===== config.mk =====
export PLATFORM = sky130hd
export DESIGN_NAME = c_bracket_balance_checker_core
export DESIGN_NICKNAME = d
export VERILOG_FILES = /design/src/rtl/core/bbc_pkg.sv /design/src/rtl/core/bbc_stack_ram.sv /design/src/rtl/core/bbc_stack.sv /design/src/rtl/core/bbc_scan.sv /design/src/rtl/core/bbc_out_buf.sv /design/src/rtl/core/c_bracket_balance_checker_core.sv
export SDC_FILE = /design/constraint.sdc
export NUM_CORES = 2
export LEC_CHECK = 0
export ABC_CLOCK_PERIOD_IN_PS = 6550
export BUFFER_PORTS_ARGS = -buffer_cell sky130_fd_sc_hd__buf_4
export CORE_MARGIN = 8
export CORE_UTILIZATION = 60
export DETAILED_ROUTE_END_ITERATION = 16
export GPL_TIMING_DRIVEN = 1
export PLACE_DENSITY = 0.76
export REMOVE_ABC_BUFFERS = 1
export SETUP_SLACK_MARGIN = 0.2
export SLEW_MARGIN = 20
export SYNTH_ARGS = -nofsm -noshare
export SYNTH_HDL_FRONTEND = slang
export SYNTH_SLANG_ARGS = --single-unit

===== constraint.sdc =====
create_clock -name aclk -period 6.55 [get_ports aclk]
set_input_delay 1.965 -clock aclk [delete_from_list [all_inputs] [get_ports aclk]]
set_output_delay 1.965 -clock aclk [all_outputs]
set_load 0.01 [all_outputs]

===== src/rtl/core/bbc_pkg.sv =====
// Bracket balance checker: shared constants, types and helper functions.
// No dependencies; imported by every module of the block except bbc_stack_ram.
package bbc_pkg;

    // Stack size and position counter width
    localparam int STACK_DEPTH = 64;
    localparam int POS_W       = 16;
    localparam int LEVEL_W     = $clog2(STACK_DEPTH + 1);
    localparam int ADDR_W      = $clog2(STACK_DEPTH);

    // Character codes
    localparam logic [7:0] CH_LPAREN    = 8'h28;
    localparam logic [7:0] CH_RPAREN    = 8'h29;
    localparam logic [7:0] CH_LSQUARE   = 8'h5B;
    localparam logic [7:0] CH_RSQUARE   = 8'h5D;
    localparam logic [7:0] CH_LBRACE    = 8'h7B;
    localparam logic [7:0] CH_RBRACE    = 8'h7D;
    localparam logic [7:0] CH_BACKSLASH = 8'h5C;
    localparam logic [7:0] CH_SLASH     = 8'h2F;
    localparam logic [7:0] CH_STAR      = 8'h2A;
    localparam logic [7:0] CH_DQUOTE    = 8'h22;
    localparam logic [7:0] CH_SQUOTE    = 8'h27;
    localparam logic [7:0] CH_NEWLINE   = 8'h0A;
    localparam logic [7:0] CH_NUL       = 8'h00;

    localparam logic [POS_W-1:0] POS_MAX = {POS_W{1'b1}};

    // Lexer modes
    typedef enum logic [2:0] {
        MODE_CODE   = 3'd0,
        MODE_LINE   = 3'd1,
        MODE_BLOCK  = 3'd2,
        MODE_STRING = 3'd3,
        MODE_CHAR   = 3'd4
    } lex_mode_t;

    // Result codes
    typedef enum logic [2:0] {
        VERD_BALANCED = 3'd0,
        VERD_NO_OPEN  = 3'd1,
        VERD_MISMATCH = 3'd2,
        VERD_UNCLOSED = 3'd3,
        VERD_OVERFLOW = 3'd4
    } verdict_t;

    // Bracket family, stored in the stack instead of the full character
    typedef enum logic [1:0] {
        BR_PAREN  = 2'd0,
        BR_SQUARE = 2'd1,
        BR_BRACE  = 2'd2
    } br_kind_t;

    typedef struct packed {
        br_kind_t         kind;
        logic [POS_W-1:0] line;
        logic [POS_W-1:0] col;
    } stack_entry_t;

    // Per-byte classification from the scanner
    typedef struct packed {
        logic             is_open;
        logic             is_close;
        br_kind_t         kind;
        logic [POS_W-1:0] line;
        logic [POS_W-1:0] col;
    } scan_info_t;

    // Stack command and status
    typedef struct packed {
        logic         push;
        logic         pop;
        logic         clear;
        stack_entry_t entry;
    } stk_cmd_t;

    typedef struct packed {
        logic         empty;
        logic         full;
        stack_entry_t tos;
    } stk_stat_t;

    // One result word
    typedef struct packed {
        verdict_t         verdict;
        logic [7:0]       ch;
        logic [POS_W-1:0] line;
        logic [POS_W-1:0] col;
    } result_t;

    function automatic br_kind_t kind_of(input logic [7:0] c);
        br_kind_t k;
        if (c == CH_LPAREN || c == CH_RPAREN) begin
            k = BR_PAREN;
        end else if (c == CH_LSQUARE || c == CH_RSQUARE) begin
            k = BR_SQUARE;
        end else begin
            k = BR_BRACE;
        end
        return k;
    endfunction

    // Opening character of a bracket family
    function automatic logic [7:0] open_char(input br_kind_t k);
        logic [7:0] c;
        unique case (k)
            BR_PAREN:  c = CH_LPAREN;
            BR_SQUARE: c = CH_LSQUARE;
            default:   c = CH_LBRACE;
        endcase
        return c;
    endfunction

    function automatic logic [POS_W-1:0] sat_inc(input logic [POS_W-1:0] v);
        return (v == POS_MAX) ? v : v + POS_W'(1);
    endfunction

endpackage


===== src/rtl/core/bbc_stack_ram.sv =====
// Bracket balance checker: generic single-port-write, registered-read RAM.
// No dependencies.
module bbc_stack_ram #(
    parameter int DEPTH  = 64,
    parameter int WIDTH  = 34,
    parameter int ADDR_W = $clog2(DEPTH)
) (
    input  logic              aclk,
    input  logic              wr_en,
    input  logic [ADDR_W-1:0] wr_addr,
    input  logic [WIDTH-1:0]  wr_data,
    input  logic [ADDR_W-1:0] rd_addr,
    output logic [WIDTH-1:0]  rd_data
);

    logic [WIDTH-1:0] mem [DEPTH];

    // Write port
    always_ff @(posedge aclk) begin
        if (wr_en) begin
            mem[wr_addr] <= wr_data;
        end
    end

    // Read port, registered, read-before-write
    always_ff @(posedge aclk) begin
        rd_data <= mem[rd_addr];
    end

endmodule


===== src/rtl/core/bbc_stack.sv =====
// Bracket balance checker: open-bracket stack, top entry in a register,
// the rest in bbc_stack_ram. Depends on bbc_pkg and bbc_stack_ram.
module bbc_stack
    import bbc_pkg::*;
(
    input  logic      aclk,
    input  logic      aresetn,
    input  stk_cmd_t  cmd,
    output stk_stat_t stat
);

    logic [LEVEL_W-1:0] level_reg, level_next;
    stack_entry_t       tos_reg, tos_next;
    logic               fwd_hit_reg, fwd_hit_next;
    stack_entry_t       fwd_data_reg;

    logic [LEVEL_W-1:0] lvl_m1, lvl_next_m2;
    logic               wr_en;
    logic [ADDR_W-1:0]  wr_addr, rd_addr;
    stack_entry_t       rd_data, below;

    // Level update
    always_comb begin
        priority if (cmd.clear) begin
            level_next = '0;
        end else if (cmd.push) begin
            level_next = level_reg + LEVEL_W'(1);
        end else if (cmd.pop) begin
            level_next = level_reg - LEVEL_W'(1);
        end else begin
            level_next = level_reg;
        end
    end

    // Push spills the old top into the RAM; the RAM read always looks
    // one below the next top so a pop finds its new top ready
    assign lvl_m1       = level_reg - LEVEL_W'(1);
    assign lvl_next_m2  = level_next - LEVEL_W'(2);
    assign wr_en        = cmd.push && (level_reg != '0);
    assign wr_addr      = lvl_m1[ADDR_W-1:0];
    assign rd_addr      = lvl_next_m2[ADDR_W-1:0];
    assign fwd_hit_next = wr_en && (wr_addr == rd_addr);

    // Bypass the word written in the same cycle as its read
    assign below = fwd_hit_reg ? fwd_data_reg : rd_data;

    always_comb begin
        priority if (cmd.push) begin
            tos_next = cmd.entry;
        end else if (cmd.pop) begin
            tos_next = below;
        end else begin
            tos_next = tos_reg;
        end
    end

    always_ff @(posedge aclk) begin
        if (!aresetn) begin
            level_reg   <= '0;
            fwd_hit_reg <= 1'b0;
        end else begin
            level_reg   <= level_next;
            fwd_hit_reg <= fwd_hit_next;
        end
    end

    always_ff @(posedge aclk) begin
        tos_reg      <= tos_next;
        fwd_data_reg <= tos_reg;
    end

    bbc_stack_ram #(
        .DEPTH (STACK_DEPTH),
        .WIDTH ($bits(stack_entry_t))
    ) u_ram (
        .aclk    (aclk),
        .wr_en   (wr_en),
        .wr_addr (wr_addr),
        .wr_data (tos_reg),
        .rd_addr (rd_addr),
        .rd_data (rd_data)
    );

    assign stat.empty = (level_reg == '0);
    assign stat.full  = (level_reg == LEVEL_W'(STACK_DEPTH));
    assign stat.tos   = tos_reg;

endmodule


===== src/rtl/core/bbc_scan.sv =====
// Bracket balance checker: lexer mode and line/column tracking.
// Depends on bbc_pkg.
module bbc_scan
    import bbc_pkg::*;
(
    input  logic       aclk,
    input  logic       aresetn,
    input  logic       step,
    input  logic       clear,
    input  logic [7:0] text_byte,
    output scan_info_t info
);

    lex_mode_t        mode_reg, mode_next;
    logic             esc_reg, esc_next;
    logic [7:0]       prev_reg, prev_next;
    logic [POS_W-1:0] line_reg, line_next;
    logic [POS_W-1:0] col_reg, col_next;

    logic is_open_ch, is_close_ch;

    assign is_open_ch  = (text_byte == CH_LPAREN) || (text_byte == CH_LSQUARE) ||
                         (text_byte == CH_LBRACE);
    assign is_close_ch = (text_byte == CH_RPAREN) || (text_byte == CH_RSQUARE) ||
                         (text_byte == CH_RBRACE);

    // Brackets only count in code
    assign info.is_open  = (mode_reg == MODE_CODE) && is_open_ch;
    assign info.is_close = (mode_reg == MODE_CODE) && is_close_ch;
    assign info.kind     = kind_of(text_byte);
    assign info.line     = line_reg;
    assign info.col      = col_reg;

    // Lexer mode transitions
    always_comb begin
        mode_next = mode_reg;
        esc_next  = esc_reg;
        prev_next = text_byte;
        unique case (mode_reg)
            MODE_CODE: begin
                priority if (text_byte == CH_STAR && prev_reg == CH_SLASH) begin
                    mode_next = MODE_BLOCK;
                    prev_next = CH_NUL;
                end else if (text_byte == CH_SLASH && prev_reg == CH_SLASH) begin
                    mode_next = MODE_LINE;
                end else if (text_byte == CH_SQUOTE) begin
                    mode_next = MODE_CHAR;
                end else if (text_byte == CH_DQUOTE) begin
                    mode_next = MODE_STRING;
                end else begin
                    // any other byte leaves the mode alone
                    mode_next = mode_reg;
                end
            end
            MODE_LINE: begin
                if (text_byte == CH_NEWLINE) begin
                    mode_next = MODE_CODE;
                end
            end
            MODE_BLOCK: begin
                // opening star is cleared from prev, so it cannot close
                if (text_byte == CH_SLASH && prev_reg == CH_STAR) begin
                    mode_next = MODE_CODE;
                    prev_next = CH_NUL;
                end
            end
            MODE_STRING, MODE_CHAR: begin
                priority if (esc_reg) begin
                    esc_next = 1'b0;
                end else if (text_byte == ((mode_reg == MODE_STRING) ? CH_DQUOTE
                                                                      : CH_SQUOTE)) begin
                    mode_next = MODE_CODE;
                end else if (text_byte == CH_BACKSLASH) begin
                    esc_next = 1'b1;
                end else begin
                    // plain literal content
                    mode_next = mode_reg;
                end
            end
            default: begin
                mode_next = MODE_CODE;
            end
        endcase
    end

    // Position counters, saturating
    always_comb begin
        if (text_byte == CH_NEWLINE) begin
            line_next = sat_inc(line_reg);
            col_next  = POS_W'(1);
        end else begin
            line_next = line_reg;
            col_next  = sat_inc(col_reg);
        end
    end

    always_ff @(posedge aclk) begin
        if (!aresetn || clear) begin
            mode_reg <= MODE_CODE;
            esc_reg  <= 1'b0;
            prev_reg <= CH_NUL;
            line_reg <= POS_W'(1);
            col_reg  <= POS_W'(1);
        end else if (step) begin
            mode_reg <= mode_next;
            esc_reg  <= esc_next;
            prev_reg <= prev_next;
            line_reg <= line_next;
            col_reg  <= col_next;
        end
    end

endmodule


===== src/rtl/core/bbc_out_buf.sv =====
// Bracket balance checker: output register with skid stage for result words.
// Depends on bbc_pkg.
module bbc_out_buf
    import bbc_pkg::*;
(
    input  logic    aclk,
    input  logic    aresetn,
    input  logic    in_valid,
    input  result_t in_data,
    output logic    in_ready,
    output logic    out_valid,
    input  logic    out_ready,
    output result_t out_data
);

    logic    main_valid_reg, skid_valid_reg;
    result_t main_reg, skid_reg;
    logic    main_free;

    assign main_free = !main_valid_reg || out_ready;
    assign in_ready  = !skid_valid_reg;
    assign out_valid = main_valid_reg;
    assign out_data  = main_reg;

    // Valid flags
    always_ff @(posedge aclk) begin
        if (!aresetn) begin
            main_valid_reg <= 1'b0;
            skid_valid_reg <= 1'b0;
        end else if (main_free) begin
            main_valid_reg <= skid_valid_reg || in_valid;
            skid_valid_reg <= 1'b0;
        end else if (in_valid) begin
            skid_valid_reg <= 1'b1;
        end
    end

    // Payload
    always_ff @(posedge aclk) begin
        if (main_free) begin
            main_reg <= skid_valid_reg ? skid_reg : in_data;
        end else if (in_valid) begin
            skid_reg <= in_data;
        end
    end

endmodule


===== src/rtl/core/c_bracket_balance_checker_core.sv =====
// Bracket balance checker: top level, error decision and result formation.
// Depends on bbc_pkg, bbc_scan, bbc_stack and bbc_out_buf.
//
// Takes C source text one byte per word and checks that ( [ { and ) ] }
// pair up outside comments, string and character literals. One byte is
// taken every cycle while s_ready is high, at any mix of pushes and pops:
// the top of stack is a register and the stack RAM is read one entry below
// the next top in the same cycle, with the word just written bypassed, so
// a pop never waits on the RAM. A result word for a byte or end marker goes
// out on m_ through the registered output buffer. s_ready falls only when the
// output register and its skid stage both hold results. The stack RAM needs
// no clearing after reset; the level count alone marks live entries.
module c_bracket_balance_checker_core
    import bbc_pkg::*;
(
    input  logic             aclk,
    input  logic             aresetn,
    input  logic             s_valid,
    output logic             s_ready,
    input  logic [7:0]       s_text_byte,
    input  logic             s_end_of_text,
    output logic             m_valid,
    input  logic             m_ready,
    output logic [2:0]       m_verdict,
    output logic [7:0]       m_bracket_char,
    output logic [POS_W-1:0] m_line_number,
    output logic [POS_W-1:0] m_column_number
);

    logic         halted_reg, halted_next;
    stack_entry_t oldest_reg, oldest_next;

    logic       accept, fin, step;
    scan_info_t info;
    stk_cmd_t   cmd;
    stk_stat_t  stat;
    logic       res_valid;
    result_t    res, out_res;
    stack_entry_t new_entry;

    assign accept = s_valid && s_ready;
    assign fin    = accept && s_end_of_text;
    assign step   = accept && !s_end_of_text && !halted_reg;

    assign new_entry.kind = info.kind;
    assign new_entry.line = info.line;
    assign new_entry.col  = info.col;

    bbc_scan u_scan (
        .aclk      (aclk),
        .aresetn   (aresetn),
        .step      (step),
        .clear     (fin),
        .text_byte (s_text_byte),
        .info      (info)
    );

    // Bracket decision: push, pop or report
    always_comb begin
        cmd.push     = 1'b0;
        cmd.pop      = 1'b0;
        cmd.clear    = fin;
        cmd.entry    = new_entry;
        halted_next  = halted_reg;
        oldest_next  = oldest_reg;
        res_valid    = 1'b0;
        res.verdict  = VERD_BALANCED;
        res.ch       = CH_NUL;
        res.line     = '0;
        res.col      = '0;
        if (fin) begin
            halted_next = 1'b0;
            oldest_next = '0;
            if (!halted_reg) begin
                res_valid = 1'b1;
                if (!stat.empty) begin
                    res.verdict = VERD_UNCLOSED;
                    res.ch      = open_char(oldest_reg.kind);
                    res.line    = oldest_reg.line;
                    res.col     = oldest_reg.col;
                end
            end
        end else if (step && info.is_open) begin
            if (stat.full) begin
                res_valid   = 1'b1;
                halted_next = 1'b1;
                res.verdict = VERD_OVERFLOW;
                res.ch      = s_text_byte;
                res.line    = info.line;
                res.col     = info.col;
            end else begin
                cmd.push = 1'b1;
                if (stat.empty) begin
                    oldest_next = new_entry;
                end
            end
        end else if (step && info.is_close) begin
            priority if (stat.empty) begin
                res_valid   = 1'b1;
                halted_next = 1'b1;
                res.verdict = VERD_NO_OPEN;
                res.ch      = s_text_byte;
                res.line    = info.line;
                res.col     = info.col;
            end else if (stat.tos.kind == info.kind) begin
                cmd.pop = 1'b1;
            end else begin
                res_valid   = 1'b1;
                halted_next = 1'b1;
                res.verdict = VERD_MISMATCH;
                res.ch      = open_char(stat.tos.kind);
                res.line    = stat.tos.line;
                res.col     = stat.tos.col;
            end
        end
    end

    always_ff @(posedge aclk) begin
        if (!aresetn) begin
            halted_reg <= 1'b0;
            oldest_reg <= '0;
        end else begin
            halted_reg <= halted_next;
            oldest_reg <= oldest_next;
        end
    end

    bbc_stack u_stack (
        .aclk    (aclk),
        .aresetn (aresetn),
        .cmd     (cmd),
        .stat    (stat)
    );

    bbc_out_buf u_out (
        .aclk      (aclk),
        .aresetn   (aresetn),
        .in_valid  (res_valid),
        .in_data   (res),
        .in_ready  (s_ready),
        .out_valid (m_valid),
        .out_ready (m_ready),
        .out_data  (out_res)
    );

    assign m_verdict       = out_res.verdict;
    assign m_bracket_char  = out_res.ch;
    assign m_line_number   = out_res.line;
    assign m_column_number = out_res.col;

endmodule

==> impl_metrics.env <==
export IMPL_outcome="completed"
export IMPL_detailedRoute_firstPassIterationCount=6
export IMPL_inserted_clock_buffers=225
export IMPL_total_power_uw=29900
export IMPL_max_clock_freq_mhz=163
export IMPL_cts_setup_buffers=0
export IMPL_comb_power_share=0.006
export IMPL_io_count=58
export IMPL_cts_hold_repair_buffers=0
export IMPL_fillers=10313
export IMPL_die_height_um=416
export IMPL_hold_slack_ps=453
export IMPL_final_setup_tns_ps=0
export IMPL_r2r_end="u_stack.u_ram.rd_data[7]"
export IMPL_netlist_cell_type_count=81
export IMPL_via_count_of_the_first_global_routing_pass=62446
export IMPL_timing_final_crit_share=0.936
export IMPL_clock_power_share=0.428
export IMPL_cts_htree_levels=4
export IMPL_worstPathArrival_ps=6850
export IMPL_final_setup_skew_ps=49.4
export IMPL_synth_area_per_cell_um2=13.7
export IMPL_grt_setup_unrepaired="false"
export IMPL_clk_root_buffer_cell="clkbuf_16"
export IMPL_bufs_on_longest_clock_path=3
export IMPL_swShare=0.198
export IMPL_buffer_ports_inserted=57
export IMPL_critical_path_endpoint_type="flip-flop"
export IMPL_power_net_switching_uw=5920
export IMPL_register_bit_total_from_synthesis=2453
export IMPL_globalplace_congestion=0.944
export IMPL_hold_path_startpoint="oldest_reg[2]"
export IMPL_post_route_cells_drive_above_1_share=0.120
export IMPL_grt_pass1_wl_um=408000
export IMPL_clock_insertion_delay_worst_skew_ps=880
export IMPL_number_of_antenna_violations_at_the_first_check_in_global_routing=8
export IMPL_hold_viol=0
export IMPL_drt_total_wl_um=283000
export IMPL_internal_power_uw=24000
export IMPL_power_leakage_uw=0.0350
export IMPL_timing_final_max_slew_violations=0
export IMPL_min_period_ps=6130
export IMPL_r2r_start="u_stack.level_reg[0]"
export IMPL_final_net_count=7165
export IMPL_detail_route_drc_violations=0
export IMPL_synth_seq_area_share=0.751
export IMPL_layout_cells_most_common_list="edfxtp_1, nand2_1, a21oi_1, a32oi_1, buf_4"
export IMPL_postPlaceCellArea_um2=101000
export IMPL_hold_path_end="oldest_reg[2]"
export IMPL_layout_cells_most_common="edfxtp_1"
export IMPL_synth_edf_count=2296
export IMPL_layout_cell_area_non_filler_um2=108000
export IMPL_grt_start_max_net_pins=156
export IMPL_max_slew_margin_rel=0.241
export IMPL_crit_path_start_kind="input port"
export IMPL_asyncSetResetFlopFracSynth=0
export IMPL_critPathRequiredTime_ps=7270
export IMPL_finalSetupViolations=0
export IMPL_total_global_routing_track_utilization=0.315
export IMPL_largest_register_ff_count=2176
export IMPL_drc_marker_count_from_the_first_detailed_route_iteration=11287
export IMPL_seq_power_share=0.566
export IMPL_hp_class="reg -> reg"
export IMPL_worstPathMaxFanout=84
export IMPL_overflow=0
export IMPL_syn_instance_count=7011
export IMPL_ff_latch_area_um2=72100
export IMPL_start_util=0.601
export IMPL_ant_nets=0
export IMPL_worst_setup_path_type="in -> reg"
export IMPL_tritoncts="done"
export IMPL_die_w_um=416
export IMPL_placementRows=147
export IMPL_setup_reg_to_reg_worst_slack_ps=690
export IMPL_coreArea_um2=160000
export IMPL_rr_worst_depth=15
export IMPL_viasPerCell=6.89
export IMPL_multiInputGateArea_um2=22200
export IMPL_flow_area_growth_from_synthesis_pct=12.8
export IMPL_clk_pin_slew_worst_paths_ps=60
export IMPL_worst_hold_path_num_cells=2
export IMPL_tightest_slew_ps=1130
export IMPL_drt_wirelength_per_cell_um=30.0
export IMPL_route_vias_total=65025
export IMPL_cellPowerDensity_nw_per_um2=276
export IMPL_syn_cell_area_um2=96000
export IMPL_dominantRegCellSynth="edfxtp_1"
export IMPL_drv_cap=0
export IMPL_ys_warnings_count=0
export IMPL_tritoncts_num_sinks=2453
export IMPL_worst_supply_voltage_drop_on_vdd_mv=0.276
export IMPL_die_area_um2=173000
export IMPL_detailedPlacementHpwl_um=156000
==> final cells by class <==
class,instances,share of cell area
sequential,2453,0.665
timing repair buffer,417,0.0392
multi-input combinational,4037,0.205
clock inverter,111,0.00971
antenna,3,0.0000693
clock buffer,312,0.0565
tap,2086,0.0241
inverter,13,0.000450
==> worst max-delay path, stage by stage <==
cell and delay, ps:
buf_4 130, or4b_1 680, o21a_1 270, o211ai_4 320
o221ai_1 270, o31ai_4 340, buf_12 240, buf_12 260
buf_4 720, a32oi_1 360, a22oi_1 310, a21oi_1 210
nor3_2 560, a21oi_1 80
==> cells in the mapped netlist, types with 26 or more instances <==
cell type  count  share of area
a21oi_1      765          0.040
a22oi_1      307          0.024
a32oi_1      538          0.049
buf_2        272          0.014
buf_4         26         0.0020
clkbuf_1     191         0.0075
dfxtp_1      157          0.033
edfxtp_1    2296           0.72
mux2_2        39         0.0046
mux2i_1       39         0.0041
nand2_1     1848          0.072
nand3_1       36         0.0019
nor2_1       179         0.0070
nor3_1        46         0.0024
o21ai_0       50         0.0026
==> power by group through the flow <==
stage | combinational [uW] | clock [uW] | sequential [uW]
2_1_floorplan | 111 | 0 | 17200
4_1_cts | 188 | 12800 | 16900
3_3_place_gp | 183 | 0 | 17200
5_1_grt | 202 | 13400 | 16900
3_5_place_dp | 187 | 0 | 17200
6_report | 193 | 12800 | 16900
==> kinds of logic (layout without fill, tap and decap cells) <==
group,count (synthesis),in the layout,synth area share
flip-flops,2453,2453,0.751
AO/OA/AOI/OAI,1708,1708,0.120
multiplexers,78,78,0.00864
other,1,4,0.0000390
AND/OR/NAND/NOR,2201,2201,0.0904
buffers and inverters,521,853,0.0252
XOR/XNOR,44,44,0.00409
adder cells (fa/ha/maj),5,5,0.000651
==> through the flow <==
step                 util  cells  worst slack (ps)
floorplan               -   6503            -63240
detailed placement  0.633   9005              -504
global placement    0.632   9003              -387
global route        0.678   9429               303
finish              0.678   9432               419
CTS                 0.678   9428               384
==> worst max path at each step <==
stage	from	to	slack (ps)	cells past startpoint
after detailed placement	s_text_byte[4]	u_stack.u_ram.rd_data[7]	-500	14
final	s_text_byte[4]	u_stack.u_ram.rd_data[7]	420	14
after global placement	s_text_byte[4]	u_stack.u_ram.rd_data[1]	-390	14
after global routing	s_text_byte[4]	u_stack.u_ram.rd_data[7]	300	14
after floorplan	s_text_byte[4]	u_stack.u_ram.rd_data[32]	-63240	13
after CTS	s_text_byte[4]	u_stack.u_ram.rd_data[7]	380	14
==> layer usage <==
layer,share of wire,GRT usage,up-vias
met1,0.34,0.411,31768
li1,-,-,26832
met5,0.000095,0,-
met4,0.069,0.176,4
met3,0.13,0.0685,1108
met2,0.46,0.495,5313
==> timing repair <==
action | 4_1_cts | 5_1_grt
gates resized for setup | 0 | 4
setup endpoints to repair | 0 | 4
hold endpoints to repair | 0 | 0
Note: power is estimated with default switching activity, not from simulation.
